==> config.mk <==
export PLATFORM = sky130hd
export DESIGN_NAME = stc_fifo
export DESIGN_NICKNAME = d
export VERILOG_FILES = /design/src/design/stc_pkg.sv /design/src/design/stc_fifo.sv
export SDC_FILE = /design/constraint.sdc
export NUM_CORES = 1
export LEC_CHECK = 0
export CORE_AREA = 2 2 156 158
export CTS_CLUSTER_SIZE = 10
export DETAILED_ROUTE_END_ITERATION = 7
export DIE_AREA = 0 0 158 160
export DONT_BUFFER_PORTS = 1
export PLACE_DENSITY = 0.77
export REMOVE_ABC_BUFFERS = 1
export SETUP_SLACK_MARGIN = 0.02
export SLEW_MARGIN = 20
export SYNTH_ARGS = -nofsm -noshare
export SYNTH_HDL_FRONTEND = slang
export SYNTH_SLANG_ARGS = --single-unit
export TNS_END_PERCENT = 30
==> constraint.sdc <==
create_clock -name clk -period 15.88 [get_ports clk]
set_clock_uncertainty 0.05 [all_clocks]
set_input_delay 0 -clock clk [delete_from_list [all_inputs] [get_ports clk]]
set_output_delay 0 -clock clk [all_outputs]
set_load 0.01 [all_outputs]
==> src/design/stc_pkg.sv <==
// Shared types and constants for the spectral-to-XYZ tristimulus block.
// Sizes the accumulators from the longest spectrum. No dependencies.
package stc_pkg;

	// Longest spectrum the accumulators are sized for
	localparam int MAX_SAMPLES = 64;
	localparam int CNT_W       = $clog2(MAX_SAMPLES);

	// Product sums: Q1.15 * Q9.7 * Q2.14 -> 48 bits per term
	localparam int PROD_W = 48;
	localparam int SUM_W  = CNT_W + PROD_W;
	// Normalizer: Q2.14 * Q9.7 -> 32 bits per term
	localparam int TERM_W = 32;
	localparam int NORM_W = CNT_W + TERM_W;

	// Saturation caps: MAX_SAMPLES * 65535^3 and MAX_SAMPLES * 65535^2
	localparam logic [63:0] CAP_PROD64 = 64'(MAX_SAMPLES) * 64'd281462092005375;
	localparam logic [63:0] CAP_NORM64 = 64'(MAX_SAMPLES) * 64'd4294836225;
	localparam logic [SUM_W-1:0]  CAP_PROD = CAP_PROD64[SUM_W-1:0];
	localparam logic [NORM_W-1:0] CAP_NORM = CAP_NORM64[NORM_W-1:0];

	// Divider datapath: 100 * sum + 64 * norm, compared against norm << 23
	localparam int DIV_W = SUM_W + 7;

	// Queue between accumulator and divider
	localparam int FIFO_DEPTH = 2;

	localparam int OUT_W = 16;

	// One finished spectrum, waiting for the divider
	typedef struct packed {
		logic [SUM_W-1:0]  sum_x;
		logic [SUM_W-1:0]  sum_y;
		logic [SUM_W-1:0]  sum_z;
		logic [NORM_W-1:0] sum_norm;
	} sums_t;

	// Queue status seen by its two sides
	typedef struct packed {
		logic full;
		logic empty;
	} fifo_stat_t;

endpackage

==> src/design/stc_fifo.sv <==
// Short queue of finished spectrum sums between front end and divider.
// Register-based, depth from stc_pkg::FIFO_DEPTH. Uses stc_pkg.
module stc_fifo (
	input  logic                clk,
	input  logic                arst_n,
	input  logic                push,
	input  stc_pkg::sums_t      push_data,
	input  logic                pop,
	output stc_pkg::sums_t      head,
	output stc_pkg::fifo_stat_t stat
);
	import stc_pkg::*;

	localparam int AW = (FIFO_DEPTH > 1) ? $clog2(FIFO_DEPTH) : 1;

	sums_t         mem_q [FIFO_DEPTH];
	logic [AW-1:0] wr_q, rd_q;
	logic [AW:0]   cnt_q;

	assign stat.full  = (cnt_q == (AW+1)'(FIFO_DEPTH));
	assign stat.empty = (cnt_q == '0);
	assign head       = mem_q[rd_q];

	// Advance pointers and occupancy
	always_ff @(posedge clk or negedge arst_n) begin
		if (!arst_n) begin
			wr_q  <= '0;
			rd_q  <= '0;
			cnt_q <= '0;
		end else begin
			if (push)
				wr_q <= (wr_q == AW'(FIFO_DEPTH - 1)) ? '0 : wr_q + 1'b1;
			if (pop)
				rd_q <= (rd_q == AW'(FIFO_DEPTH - 1)) ? '0 : rd_q + 1'b1;
			if (push && !pop)
				cnt_q <= cnt_q + 1'b1;
			else if (pop && !push)
				cnt_q <= cnt_q - 1'b1;
		end
	end

	// Entry storage
	always_ff @(posedge clk) begin
		if (push)
			mem_q[wr_q] <= push_data;
	end

endmodule

==> results of run 1 <==
## through the flow
stage | instances | hold WS [ps] | worst slack, ps | util | cell area [um^2]
after global placement | 947 | -345 | 13290 | 0.626 | 14900
after detailed placement | 947 | -345 | 13200 | 0.626 | 14900
after floorplan | 616 | -346 | 5820 | - | 14500
## cell usage after synthesis (all sizes together)
master  count
and2        1
buf        22
dfrtp       4
edfxtp    400
ha          1
inv         1
mux2      200
nor2        2
nor2b       2
xnor2       1
xor2        4
## kinds of logic after synthesis
| logic type | Yosys count |
|---|---|
| fa+ha+maj | 1 |
| buf+inv | 23 |
| flops | 404 |
| simple gates | 5 |
| mux | 200 |
| xor+xnor | 5 |
==> impl_results.md, run 1 <==
* Biggest area consumer among synthesized cells: edfxtp_1
* Tool error: [ERROR RSZ-0060] Max buffer count reached.
* Count of cell types in the netlist at 12
* Post-synthesis mux area share at 0.153
* Cells taking the most area after synthesis: edfxtp_1 (82%), mux2_2 (15%), buf_6 (1.6%), dfrtp_1 (0.68%), xor2_1 (0.24%)
* Cells after Synth at between 600 and 700
* Synth Register Bits at 404
* Io pins at 406
* Die span in x at approximately 160 um
* Port Buffers at 0
* Die height at 160 um
* Ys Warns at 0
* Compound-Gate Fraction of Synth Area at 0
* Post-synthesis simple-gate area fraction at 0.00179
* H-tree Lvls at 2
* Placed wire-length estimate at 17.4 mm
* Post-synthesis xor/xnor area fraction at 0.00298
* FP Rows at 57
* Total CTS buffers at 46
* Post-Synth Adder-Cell Area at 0.000852
* CTS Sinks at 404
* Placer congestion estimate at approximately 0.76
* Syn Std Cell Area at ~0.015 mm^2
* Main combinational cell family by area after synthesis: multiplexers
* Hold Buf Count CTS at ~200
* Post-CTS setup buffer count at 0
* Status: did not finish
* Clock buffer depth at 3
* Stopped at: clock tree synthesis
* CTS resizes at 0
* Starting Density at 0.617
* Sequential share of the synthesized area at 0.824
* Mean post-synth cell area at between 20 and 25 um^2
* Synth top area share at 0.818
* CTS Root Cell: clkbuf_16
==> inputs of run 2 (changes only) <==
--- a/config.mk
+++ b/config.mk
@@ -5,14 +5,12 @@
 export SDC_FILE = /design/constraint.sdc
 export NUM_CORES = 1
 export LEC_CHECK = 0
-export CORE_AREA = 2 2 156 158
-export CTS_CLUSTER_SIZE = 10
+export CORE_MARGIN = 2
+export CORE_UTILIZATION = 40
 export DETAILED_ROUTE_END_ITERATION = 7
-export DIE_AREA = 0 0 158 160
 export DONT_BUFFER_PORTS = 1
-export PLACE_DENSITY = 0.77
+export PLACE_DENSITY_LB_ADDON = 0.15
 export REMOVE_ABC_BUFFERS = 1
-export SETUP_SLACK_MARGIN = 0.02
 export SLEW_MARGIN = 20
 export SYNTH_ARGS = -nofsm -noshare
 export SYNTH_HDL_FRONTEND = slang
==> run 2 against run 1 <==
Compared with the run above: the run now ends clean; synthesized area unchanged; synthesized cell count is the same.
==> impl_results.md, run 2 <==
* Status: finished clean
* Die area at 0.0383 mm^2
* PD cells at ~170 mW/mm^2
* Final Util at 0.510
* Io pins at 406
* Final wirelength at between 20 and 30 mm
* CTS Sinks at about 400
* Ys async rst share at 0.00990
* DRC violations left at 0
* Worst min-delay path category: in2reg
* Clock latency on the worst-skew pair at around 540 ps
* Biggest area consumer among synthesized cells: edfxtp_1
* Startpoint Class: flop
* Final setup violating endpoints at 0
* Clock Power Share at 0.304
* P_int at between 2 and 2.5 mW
* Pre-CTS WS at 13130 ps
* Max-cap violations at 0
* Gr usage total at 0.154
* CTS resizes at 0
* Ys Warns at 0
* Vias at 6632
* Sequential share of the synthesized area at 0.824
* Worst relative slew slack at 0.386
* Max rail drop VDD at between 0.09 and 0.1 mV
* Die height at ~200 um
* Fin. Hold Viols at 0
* Synth top area share at 0.818
* Max Slew Vio Count at 0
* Top Registers: mem_q (400), cnt_q (2)
* CTS Root Cell: clkbuf_16
* Most common library cells after synthesis: edfxtp_1 (400), mux2_2 (200), buf_6 (21), dfrtp_1 (4), xor2_1 (4)
* Final net count at around 1.1k
* Number of detailed-route iterations in the first pass at 4
* Syn-to-layout area delta at 26.2%
* Setup crit end kind: primary output
* Die span in x at between 150 and 200 um
* First-pass GRT wire length at ~44 mm
* Vias/cell at roughly 4.8
* GRT overflow at 0
* Synth Register Bits at between 400 and 500
* Clock buffer depth at 3
* Most numerous cell in the Yosys netlist: edfxtp_1
* Prevailing post-synth register cell: edfxtp_1
* Wire per inst at between 20 and 25 um
* CTS tree: built
* Max reg flops at 400
* H-tree Lvls at 2
* Critical path type: reg2out
* Fin cells at 1369
* RSZ-0062 raised after global routing: false
* Vias in the first global route at 7373
* EDFF count, synth at 400
* Post-CTS setup buffer count at 0
* FP Rows at 70
* Placer congestion estimate at around 0.74
* WP data arrival at 3190 ps
* Port Buffers at 0
* F_max at 308 MHz
* Final antenna-violating net count at 0
* Sw Pwr at roughly 0.9 mW
* Syn Std Cell Area at about 0.015 mm^2
* Total CTS buffers at 43
* Count of cell types in the netlist at 12
* Worst Path Max Fanout at 57
* Most frequent cells in the layout: edfxtp_1 (400), dlygate4sd3_1 (204), mux2_2 (200)
* Most flop-heavy register: mem_q
* Initial antenna violation count at 3
* DR iter-0 viols at around 240
* Starting Density at 0.404
* Largest net degree at the start of global routing at ~140
* CTS clk-pin slew, worst paths at approximately 60 ps
* Net Sw Frac at 0.280
* Cells after Synth at around 640
* Part of the power in registers at 0.463
* Setup TNS at 0 ps
* Mean post-synth cell area at approximately 23 um^2
* Fin crit period at approximately 3200 ps
* Worst slew pin tran at a little over 900 ps
* Fraction of layout cells with a size suffix above 1 at 0.299
* Placed Cells at between 1k and 1.5k
* Pleak at just over 6 nW
* Commonest non-fill, non-tap cell in the layout: edfxtp_1
* Placed wire-length estimate at between 15 and 20 mm
* Tcrit/Tclk final at 0.204
* Core area at between 0.03 and 0.04 mm^2
* Cells taking the most area after synthesis: edfxtp_1 (82%), mux2_2 (15%), buf_6 (1.6%), dfrtp_1 (0.68%), xor2_1 (0.24%)
* Gate power share at 0.233
* Final WS setup at about 13000 ps
* Critical Path RT at around 16000 ps
-- run 2: cell type report --
class                           instances  area [um^2]
Sequential cell                       404        12100
Timing Repair Buffer                  211         2110
Fill cell                            2863        17800
Tap cell                              468          586
Antenna cell                            2         5.00
Multi-Input combinational cell        211         2340
Inverter                                1         3.75
Clock inverter                         19          220
Clock buffer                           53         1160
-- run 2: logic make-up (layout without fill, tap and decap cells) --
group,Yosys count,in the layout,share of synthesized area
XOR/XNOR,5,5,0.00298
buffers and inverters,23,284,0.0167
adder cells (fa/ha/maj),1,1,0.000852
multiplexers,200,200,0.153
other,0,2,0
AND/OR/NAND/NOR,5,5,0.00179
flip-flops,404,404,0.824
-- run 2: final timing paths --
| path | from | end | slack [ps] | cells past startpoint |
|---|---|---|---|---|
| setup / recovery | rd_q | head[35] | 12640 | 3 |
| hold / removal | push_data[199] | mem_q[1][199] | 60 | 1 |
| setup reg to reg | wr_q | mem_q[0][39] | 13410 | 3 |
| hold reg to reg | cnt_q[1] | cnt_q[1] | 440 | 1 |
| max in group asynchronous | arst_n | rd_q | 15290 | 2 |
| min in group asynchronous | arst_n | cnt_q[1] | 260 | 2 |
-- run 2: layer usage --
metal | up-vias | GRT usage | share of wire
li1 | 3022 | - | -
met1 | 3294 | 0.170 | 0.37
met2 | 263 | 0.266 | 0.51
met3 | 51 | 0.0664 | 0.10
met4 | 2 | 0.0542 | 0.021
met5 | - | 0 | 0.00037
-- run 2: stage by stage --
step	cell area, um^2	hold WS, ps	power (mW)
floorplan	14500	-346	2.14
global placement	15100	-345	2.20
detailed placement	15100	-345	2.21
CTS	18500	11.8	3.24
global route	18500	33.5	3.34
finish	18500	58.5	3.20
-- run 2: timing repair --
action | 4_1_cts | 5_1_grt
setup endpoints to repair | 0 | 0
endpoints found under the hold margin | 408 | 0
hold buffers | 204 | 0
-- run 2: power groups by stage --
stage               sequential, mW  clock (mW)  combinational (mW)
global placement              1.50           0               0.699
finish                        1.48       0.973               0.744
detailed placement            1.50           0               0.710
CTS                           1.48       0.998               0.763
global route                  1.50        1.04               0.795
floorplan                     1.59           0               0.547
-- run 2: critical path, stage by stage, from the launching register on --
cell and delay (ps):
dfrtp_4 730, buf_4 670, buf_4 660, mux2_2 460
Note: power is estimated with default switching activity, not from simulation.
