$ cat config.mk
export PLATFORM = sky130hd
export DESIGN_NAME = stc_back
export DESIGN_NICKNAME = d
export VERILOG_FILES = /design/src/design/stc_pkg.sv /design/src/design/stc_back.sv
export SDC_FILE = /design/constraint.sdc
export NUM_CORES = 1
export LEC_CHECK = 0
export ABC_AREA = 1
export BUFFER_PORTS_ARGS = -buffer_cell sky130_fd_sc_hd__buf_4
export CAP_MARGIN = 25
export CELL_PAD_IN_SITES_DETAIL_PLACEMENT = 1
export CELL_PAD_IN_SITES_GLOBAL_PLACEMENT = 1
export CORE_UTILIZATION = 46
export DETAILED_ROUTE_END_ITERATION = 7
export PLACE_DENSITY_LB_ADDON = 0.12
export SETUP_SLACK_MARGIN = 0.5
export SYNTH_ARGS = -nofsm -noshare
export SYNTH_HDL_FRONTEND = slang
export SYNTH_SLANG_ARGS = --single-unit
export TNS_END_PERCENT = 5
$ cat constraint.sdc
create_clock -name clk -period 17.89 [get_ports clk]
set_clock_uncertainty 0.05 [all_clocks]
set_input_delay 4.4725 -clock clk [delete_from_list [all_inputs] [get_ports clk]]
set_output_delay 4.4725 -clock clk [all_outputs]
set_load 0.02 [all_outputs]
$ cat src/design/stc_pkg.sv
// Shared types and constants for the spectral-to-XYZ tristimulus block.
// Sizes the accumulators from the longest spectrum. No dependencies.
package stc_pkg;

	// Longest spectrum the accumulators are sized for
	localparam int MAX_SAMPLES = 64;
	localparam int CNT_W       = $clog2(MAX_SAMPLES);

	// Product sums: Q1.15 * Q9.7 * Q2.14 -> 48 bits per term
	localparam int PROD_W = 48;
	localparam int SUM_W  = CNT_W + PROD_W;
	// Normalizer: Q2.14 * Q9.7 -> 32 bits per term
	localparam int TERM_W = 32;
	localparam int NORM_W = CNT_W + TERM_W;

	// Saturation caps: MAX_SAMPLES * 65535^3 and MAX_SAMPLES * 65535^2
	localparam logic [63:0] CAP_PROD64 = 64'(MAX_SAMPLES) * 64'd281462092005375;
	localparam logic [63:0] CAP_NORM64 = 64'(MAX_SAMPLES) * 64'd4294836225;
	localparam logic [SUM_W-1:0]  CAP_PROD = CAP_PROD64[SUM_W-1:0];
	localparam logic [NORM_W-1:0] CAP_NORM = CAP_NORM64[NORM_W-1:0];

	// Divider datapath: 100 * sum + 64 * norm, compared against norm << 23
	localparam int DIV_W = SUM_W + 7;

	// Queue between accumulator and divider
	localparam int FIFO_DEPTH = 2;

	localparam int OUT_W = 16;

	// One finished spectrum, waiting for the divider
	typedef struct packed {
		logic [SUM_W-1:0]  sum_x;
		logic [SUM_W-1:0]  sum_y;
		logic [SUM_W-1:0]  sum_z;
		logic [NORM_W-1:0] sum_norm;
	} sums_t;

	// Queue status seen by its two sides
	typedef struct packed {
		logic full;
		logic empty;
	} fifo_stat_t;

endpackage

$ cat src/design/stc_back.sv
// Back end: scales each sum to Q8.8 by 100 / normalizer with a restoring divider.
// Reads spectra from the queue and drives the result register. Uses stc_pkg.
module stc_back (
	input  logic                clk,
	input  logic                arst_n,
	input  stc_pkg::sums_t      head,
	input  stc_pkg::fifo_stat_t q_stat,
	output logic                pop,
	output logic                m_tvalid,
	input  logic                m_tready,
	output logic [47:0]         m_tdata,   // tri_x, tri_y, tri_z
	output logic [1:0]          m_tuser    // norm_zero, clipped
);
	import stc_pkg::*;

	typedef enum logic [2:0] {
		ST_IDLE,
		ST_MUL,
		ST_ADD,
		ST_CHECK,
		ST_ITER,
		ST_DONE
	} state_t;

	localparam logic [1:0] CH_LAST = 2'd2;

	state_t           state_q;
	sums_t            ent_q;
	logic [1:0]       ch_q;
	logic [3:0]       cnt_q;
	logic [DIV_W-1:0] rem_q, dsh_q;
	logic [OUT_W-1:0] quo_q;
	logic [OUT_W-1:0] res_q [3];
	logic             clip_q, nz_q;

	logic [SUM_W-1:0] sel;
	logic             ge;

	// Pick the channel being divided
	always_comb begin
		case (ch_q)
			2'd0:    sel = ent_q.sum_x;
			2'd1:    sel = ent_q.sum_y;
			default: sel = ent_q.sum_z;
		endcase
	end

	assign ge  = (rem_q >= dsh_q);
	assign pop = (state_q == ST_IDLE) && !q_stat.empty;

	// Sequencer, divider datapath and result register
	always_ff @(posedge clk or negedge arst_n) begin
		if (!arst_n) begin
			state_q  <= ST_IDLE;
			m_tvalid <= 1'b0;
		end else begin
			// Free the output register once its transfer completes
			if (m_tvalid && m_tready && state_q != ST_DONE)
				m_tvalid <= 1'b0;

			case (state_q)
				ST_IDLE: begin
					if (!q_stat.empty) begin
						ent_q  <= head;
						ch_q   <= '0;
						clip_q <= 1'b0;
						if (head.sum_norm == '0) begin
							// Zero normalizer: all outputs zero, flag it
							res_q[0] <= '0;
							res_q[1] <= '0;
							res_q[2] <= '0;
							nz_q     <= 1'b1;
							state_q  <= ST_DONE;
						end else begin
							nz_q    <= 1'b0;
							state_q <= ST_MUL;
						end
					end
				end
				ST_MUL: begin
					// Numerator, first half: 96 * sum
					rem_q   <= DIV_W'({sel, 6'b0}) + DIV_W'({sel, 5'b0});
					dsh_q   <= DIV_W'({ent_q.sum_norm, 23'b0});
					state_q <= ST_ADD;
				end
				ST_ADD: begin
					// Add 4 * sum and half the divisor for round-to-nearest
					rem_q   <= rem_q + DIV_W'({sel, 2'b0}) + DIV_W'({ent_q.sum_norm, 6'b0});
					state_q <= ST_CHECK;
				end
				ST_CHECK: begin
					if (ge) begin
						// Quotient does not fit 16 bits: saturate
						res_q[ch_q] <= '1;
						clip_q      <= 1'b1;
						if (ch_q == CH_LAST) begin
							state_q <= ST_DONE;
						end else begin
							ch_q    <= ch_q + 1'b1;
							state_q <= ST_MUL;
						end
					end else begin
						dsh_q   <= dsh_q >> 1;
						cnt_q   <= '0;
						state_q <= ST_ITER;
					end
				end
				ST_ITER: begin
					// One quotient bit per cycle, most significant first
					if (ge)
						rem_q <= rem_q - dsh_q;
					dsh_q <= dsh_q >> 1;
					quo_q <= {quo_q[OUT_W-2:0], ge};
					cnt_q <= cnt_q + 1'b1;
					if (cnt_q == 4'(OUT_W - 1)) begin
						res_q[ch_q] <= {quo_q[OUT_W-2:0], ge};
						if (ch_q == CH_LAST) begin
							state_q <= ST_DONE;
						end else begin
							ch_q    <= ch_q + 1'b1;
							state_q <= ST_MUL;
						end
					end
				end
				ST_DONE: begin
					// Hand the result over once the output register is free
					if (!m_tvalid || m_tready) begin
						m_tvalid <= 1'b1;
						m_tdata  <= {res_q[2], res_q[1], res_q[0]};
						m_tuser  <= {clip_q, nz_q};
						state_q  <= ST_IDLE;
					end
				end
				default: state_q <= ST_IDLE;
			endcase
		end
	end

endmodule

Word-level counts from Yosys, hierarchy flattened. Memory sizes are Yosys's and may differ from the RTL's. A register that Yosys moved wholly into a read port is not among the register bits. Cells that the tools add are included.

RAM bits: 48. Register bits after elaboration: 351. Logic and storage cells: 105. Output and inout port bits: 52. Input port bits: 205. Memories: 1.

Eq/ne operators: 15. Reductions and logical operators: 27. $lt $le $gt $ge: 1. Multiplexer cells: 39. Bitwise gates (word level): 2. $add $sub $neg: 6.

Memory list: res_q (depth 3, bits a word 16, rd ports 3, clocked after Yosys merged registers in 3, wr ports 3, RTL line stc_back.sv:33) `logic [OUT_W-1:0] res_q [3];`.

Operators with widths (number): $pmux W61 S3 (2); $mux W61 (2); $pmux W54 S2 (1); $add A60 B59 Y61 (1); $add A61 B44 Y61 (1); $add A61 B56 Y61 (1); $ge A61 B61 Y1 (1); $sub A61 B61 Y61 (1); $logic_not A38 Y1 (1); $mux W16 (2); $mux W3 (6); $pmux W3 S6 (1); $reduce_and A3 Y1 (6); $mux W1 (16); $reduce_or A16 Y1 (1); $ne A2 B2 Y1 const B (6); $mux W2 (5); $reduce_bool A3 Y1 (3); $pmux W4 S2 (1); $eq A3 B2 Y1 const B (2); $eq A3 B3 Y1 const B (2); $logic_and A1 B1 Y1 (6); $pmux W2 S3 (1); $reduce_and A5 Y1 (1); 18 further kinds (20).

Longest topological paths before layout.
Word-level depth: 8. Depth in mapped cells: 24. Mapped depth without buffers: 23.

Worst setup path before layout. OpenSTA, ideal clock, no wires.

Path kind: input to register. Start point: input port arst_n. End point: register ent_q[0] (netlist bit) (enable). Arrival: 18.467 ns. Slack: -1.635 ns. Setup time: 1.008 ns. Buffers on the path: 1. Cell stages on the path: 3. Required time: 16.832 ns. Path through: clkbuf_1 inv_1 nor3_1.

Cells in the longest elaborated chain, start to end: 1.

Ends and longest elaborated chain: start: declaration (RTL line stc_back.sv:5) `input logic arst_n,`; $reduce_and A3 Y1 (no line); end signal: assignment (RTL line stc_back.sv:64) `ent_q <= head;`; end: declaration (RTL line stc_back.sv:28) `sums_t ent_q;`.

Every way passes these cells. A chain may end at the register's enable or synchronous reset.

Worst setup path in the final report.
Start point: input port q_stat[0] (netlist bit). End point: output port pop.

Cells in the longest elaborated chain, start to end: 2.

Ends and longest elaborated chain: start: declaration (RTL line stc_back.sv:7) `input stc_pkg::fifo_stat_t q_stat,`; $logic_not A1 Y1; $logic_and A1 B1 Y1 (RTL line stc_back.sv:49) `assign pop = (state_q == ST_IDLE) && !q_stat.empty;`; end: declaration (RTL line stc_back.sv:8) `output logic pop,`.

Every way passes these cells.

==> qor.csv <==
stage;metric;value;unit
grt;grt_usage;36.98;%
logic_synthesis;synth_edf_count;443;
status;outcome;complete, no violations;
setup_path;path_class;input port to primary output;
timing;final_max_slew_viol_count;0;
timing;post-route-period-util;52.46;%
timing;slew_headroom;29.79;%
routing;drc_errors;0;
placed_design;io_buffer_count;255;
setup_path;r2r_cells;16;
setup_path;crit_top_cell;buf_4;
setup_path;cp-start-kind;input port;
setup_path;worst_setup_path_end_kind;primary output;
grt;overflow;0;
placed_design;gp_congestion;1.029;
logic_synthesis;syn-num-nets;4386;
routing;wl_per_cell;24.74;um
cells_and_area;nets;4661;
logic_synthesis;postSynthAreaPerCell;7.846;um2
clock_network;numCtsBuffers;50;
die;core;0.06622;mm2
cells_and_area;drive_gt1_share;10.11;%
setup_path;crit_buf_inv;2;
logic_synthesis;yosysSeqAreaShare;43.26;%
timing;final-setup-viol-count;0;
clock_network;cts_setup_buffers;0;
logic_synthesis;synth_cells;3949;
timing;fin_ws;8.504;ns
cells_and_area;final_util;53.82;%
timing;worstMarginPinSlew;1.053;ns
setup_path;cp_cell_sequence;buf_4 -> nor2_1 -> buf_4;
grt;grt_first_pass_wirelength;184.9;mm
setup_path;cp.arrival;4.86;ns
run;maxCapViolCount;0;
clock_network;tritoncts;yes;
routing;vias;29880;
clock_network;clockBufferDepth;3;
placed_design;post-place-ws;8.506;ns
clock_network;cts.sinks;447;
routing;wl;126.8;mm
hold_path;min_from;res_q[0][0];
setup_path;cp_max_fo;4;
setup_path;cp_top_family;buffers and inverters;
logic_synthesis;synth_seq_cells;447;
clock_network;cts_resized;0;
logic_synthesis;synth_flop_cell;edfxtp_1;
clock_network;path_clk_slew;0.06;ns
logic_synthesis;synth_cell_type_count;50;
timing;clock.fmax;106.5;MHz
timing;post-route-min-period;9.386;ns
die;die_h;261.5;um
clock_network;holdBufCountCts;0;
logic_synthesis;syn_area;0.03098;mm2
die;io-pin-count;257;
cells_and_area;area_growth;15.02;%
placed_design;dp_hpwl;103.3;mm
hold_path;min_delay_path_depth;0;
routing;viasPerCell;5.829;
routing;dr.pass1.iters;5;
timing;hold_viol_final;0;
grt;grt_pass1_vias;30420;
clock_network;htree_levels;2;
setup_path;r2r_start;ch_q[0];
grt;antenna_found_initial;4;
die;die_area;0.06840;mm2
timing;fin_setup_tns;0;ns
setup_path;rrSetupSlack;12.30;ns
timing;rsz0062_at_grt;no;
hold_path;min_path_type;flop to flop;
routing;postRouteAntennaNets;0;
logic_synthesis;ys.warnings.count;0;
setup_path;required;13.37;ns
die;start_util;46.79;%
routing;drt_iter0_drc;2656;
clock_network;root_buffer;clkbuf_16;
grt;grt_max_degree;102;
clock_network;clk-insertion-delay-late;0.64;ns
setup_path;slowest_delay;0.15;ns
die;rows;94;
setup_path;reg2reg_to;rem_q[55];
hold_path;worst_hold_path.endpoint;m_tdata[0];
logic_synthesis;synth-async-reset-ratio;0.8949;%
die;die_w;261.5;um
setup_path;slowest_stage;buf_4;
## kinds of logic after synthesis
logic type      count (synthesis)  synth area share, %
simple gates                 2048                28.02
compound gates                630                10.98
buf+inv                       583                7.144
flops                         447                43.26
fa+ha+maj                     232                10.34
xor+xnor                        9               0.2544
## stage by stage
stage	area, um2	cells	hold WS [ns]
finish	35630	5126	0.3406
global route	35630	5125	0.3511
CTS	35630	5125	0.3475
detailed placement	33970	5036	0.3552
global placement	33970	5036	0.3507
floorplan	30990	3949	0.3503
## layout by cell type (no fill, tap or decap), drive strengths merged, types with 8 or more instances in the layout
master  Yosys  routed
nor2      412     412
clkinv      1      21
nand4      50      50
nor3       49      49
ha        192     192
xor2        8       8
clkbuf     43      62
o21ai     237     237
o21a        8       8
nand3b     35      35
nand3     324     324
buf         7     273
nand2    1142    1142
a21oi     301     301
edfxtp    443     443
fa         40      40
a22oi      37      37
inv       532     534
o21bai     18      18
or2        20      20
nor4       13      13
## worst max-delay path by stage
| stage | start | endpoint | slack (ns) | depth (start not counted) |
|---|---|---|---|---|
| 2_1_floorplan | arst_n | ent_q[0] | 4.54 | 3 |
| 3_3_place_gp | q_stat[0] | pop | 8.51 | 3 |
| 3_5_place_dp | q_stat[0] | pop | 8.51 | 3 |
| 4_1_cts | q_stat[0] | pop | 8.50 | 3 |
| 5_1_grt | q_stat[0] | pop | 8.46 | 3 |
| 6_report | q_stat[0] | pop | 8.50 | 3 |
## final cells by class
type	count	area (um2)
fillers	8190	30580
multi-input cells	2919	15440
flip-flops and latches	447	13400
repair buffers	273	2049
inverters	533	2001
clock buffers	62	1316
well taps	864	1081
clock inverters	27	342.8
diodes	1	2.502
## cell usage after synthesis, types with 3 or more instances
library cell,n,area (um2)
a21boi_0,4,30.03
a21o_1,4,30.03
a21oi_1,299,1496
a22o_1,5,43.79
a22oi_1,37,277.8
buf_6,3,33.78
clkbuf_1,43,161.4
dfrtp_1,4,100.1
edfxtp_1,443,13300
fa_1,40,800.8
ha_1,192,2402
inv_1,515,1933
inv_2,17,63.81
nand2_1,1129,4238
nand2_2,9,56.30
nand2_4,4,45.04
nand3_1,320,1602
nand3b_1,35,262.8
nand4_1,49,306.5
nor2_1,396,1486
nor2_2,12,75.07
nor2_4,4,45.04
nor3_1,45,225.2
nor3_2,4,40.04
nor4_1,12,75.07
o2111ai_1,3,26.28
o211ai_1,5,37.54
o21a_1,8,60.06
o21ai_0,231,1156
o21ai_1,6,30.03
o21bai_1,18,135.1
o22ai_1,3,18.77
or2_2,20,125.1
xor2_1,8,70.07
## flip-flops by register name, summed over array words and instances (netlist names), 3 cells and up
signal   cells
ent_q      200
dsh_q       61
rem_q       61
m_tdata     48
res_q       48
quo_q       15
cnt_q        4
state_q      3
## routing by layer
layer	part of all wire [%]	track usage, %
met5	0.018	0
met1	40	47.21
met3	7.8	6.427
met4	5.0	17.10
met2	47	61.11
Power is left out: the tool's default activity adds up to more than one toggle a clock period on the data nets, which glitch-free logic cannot reach.
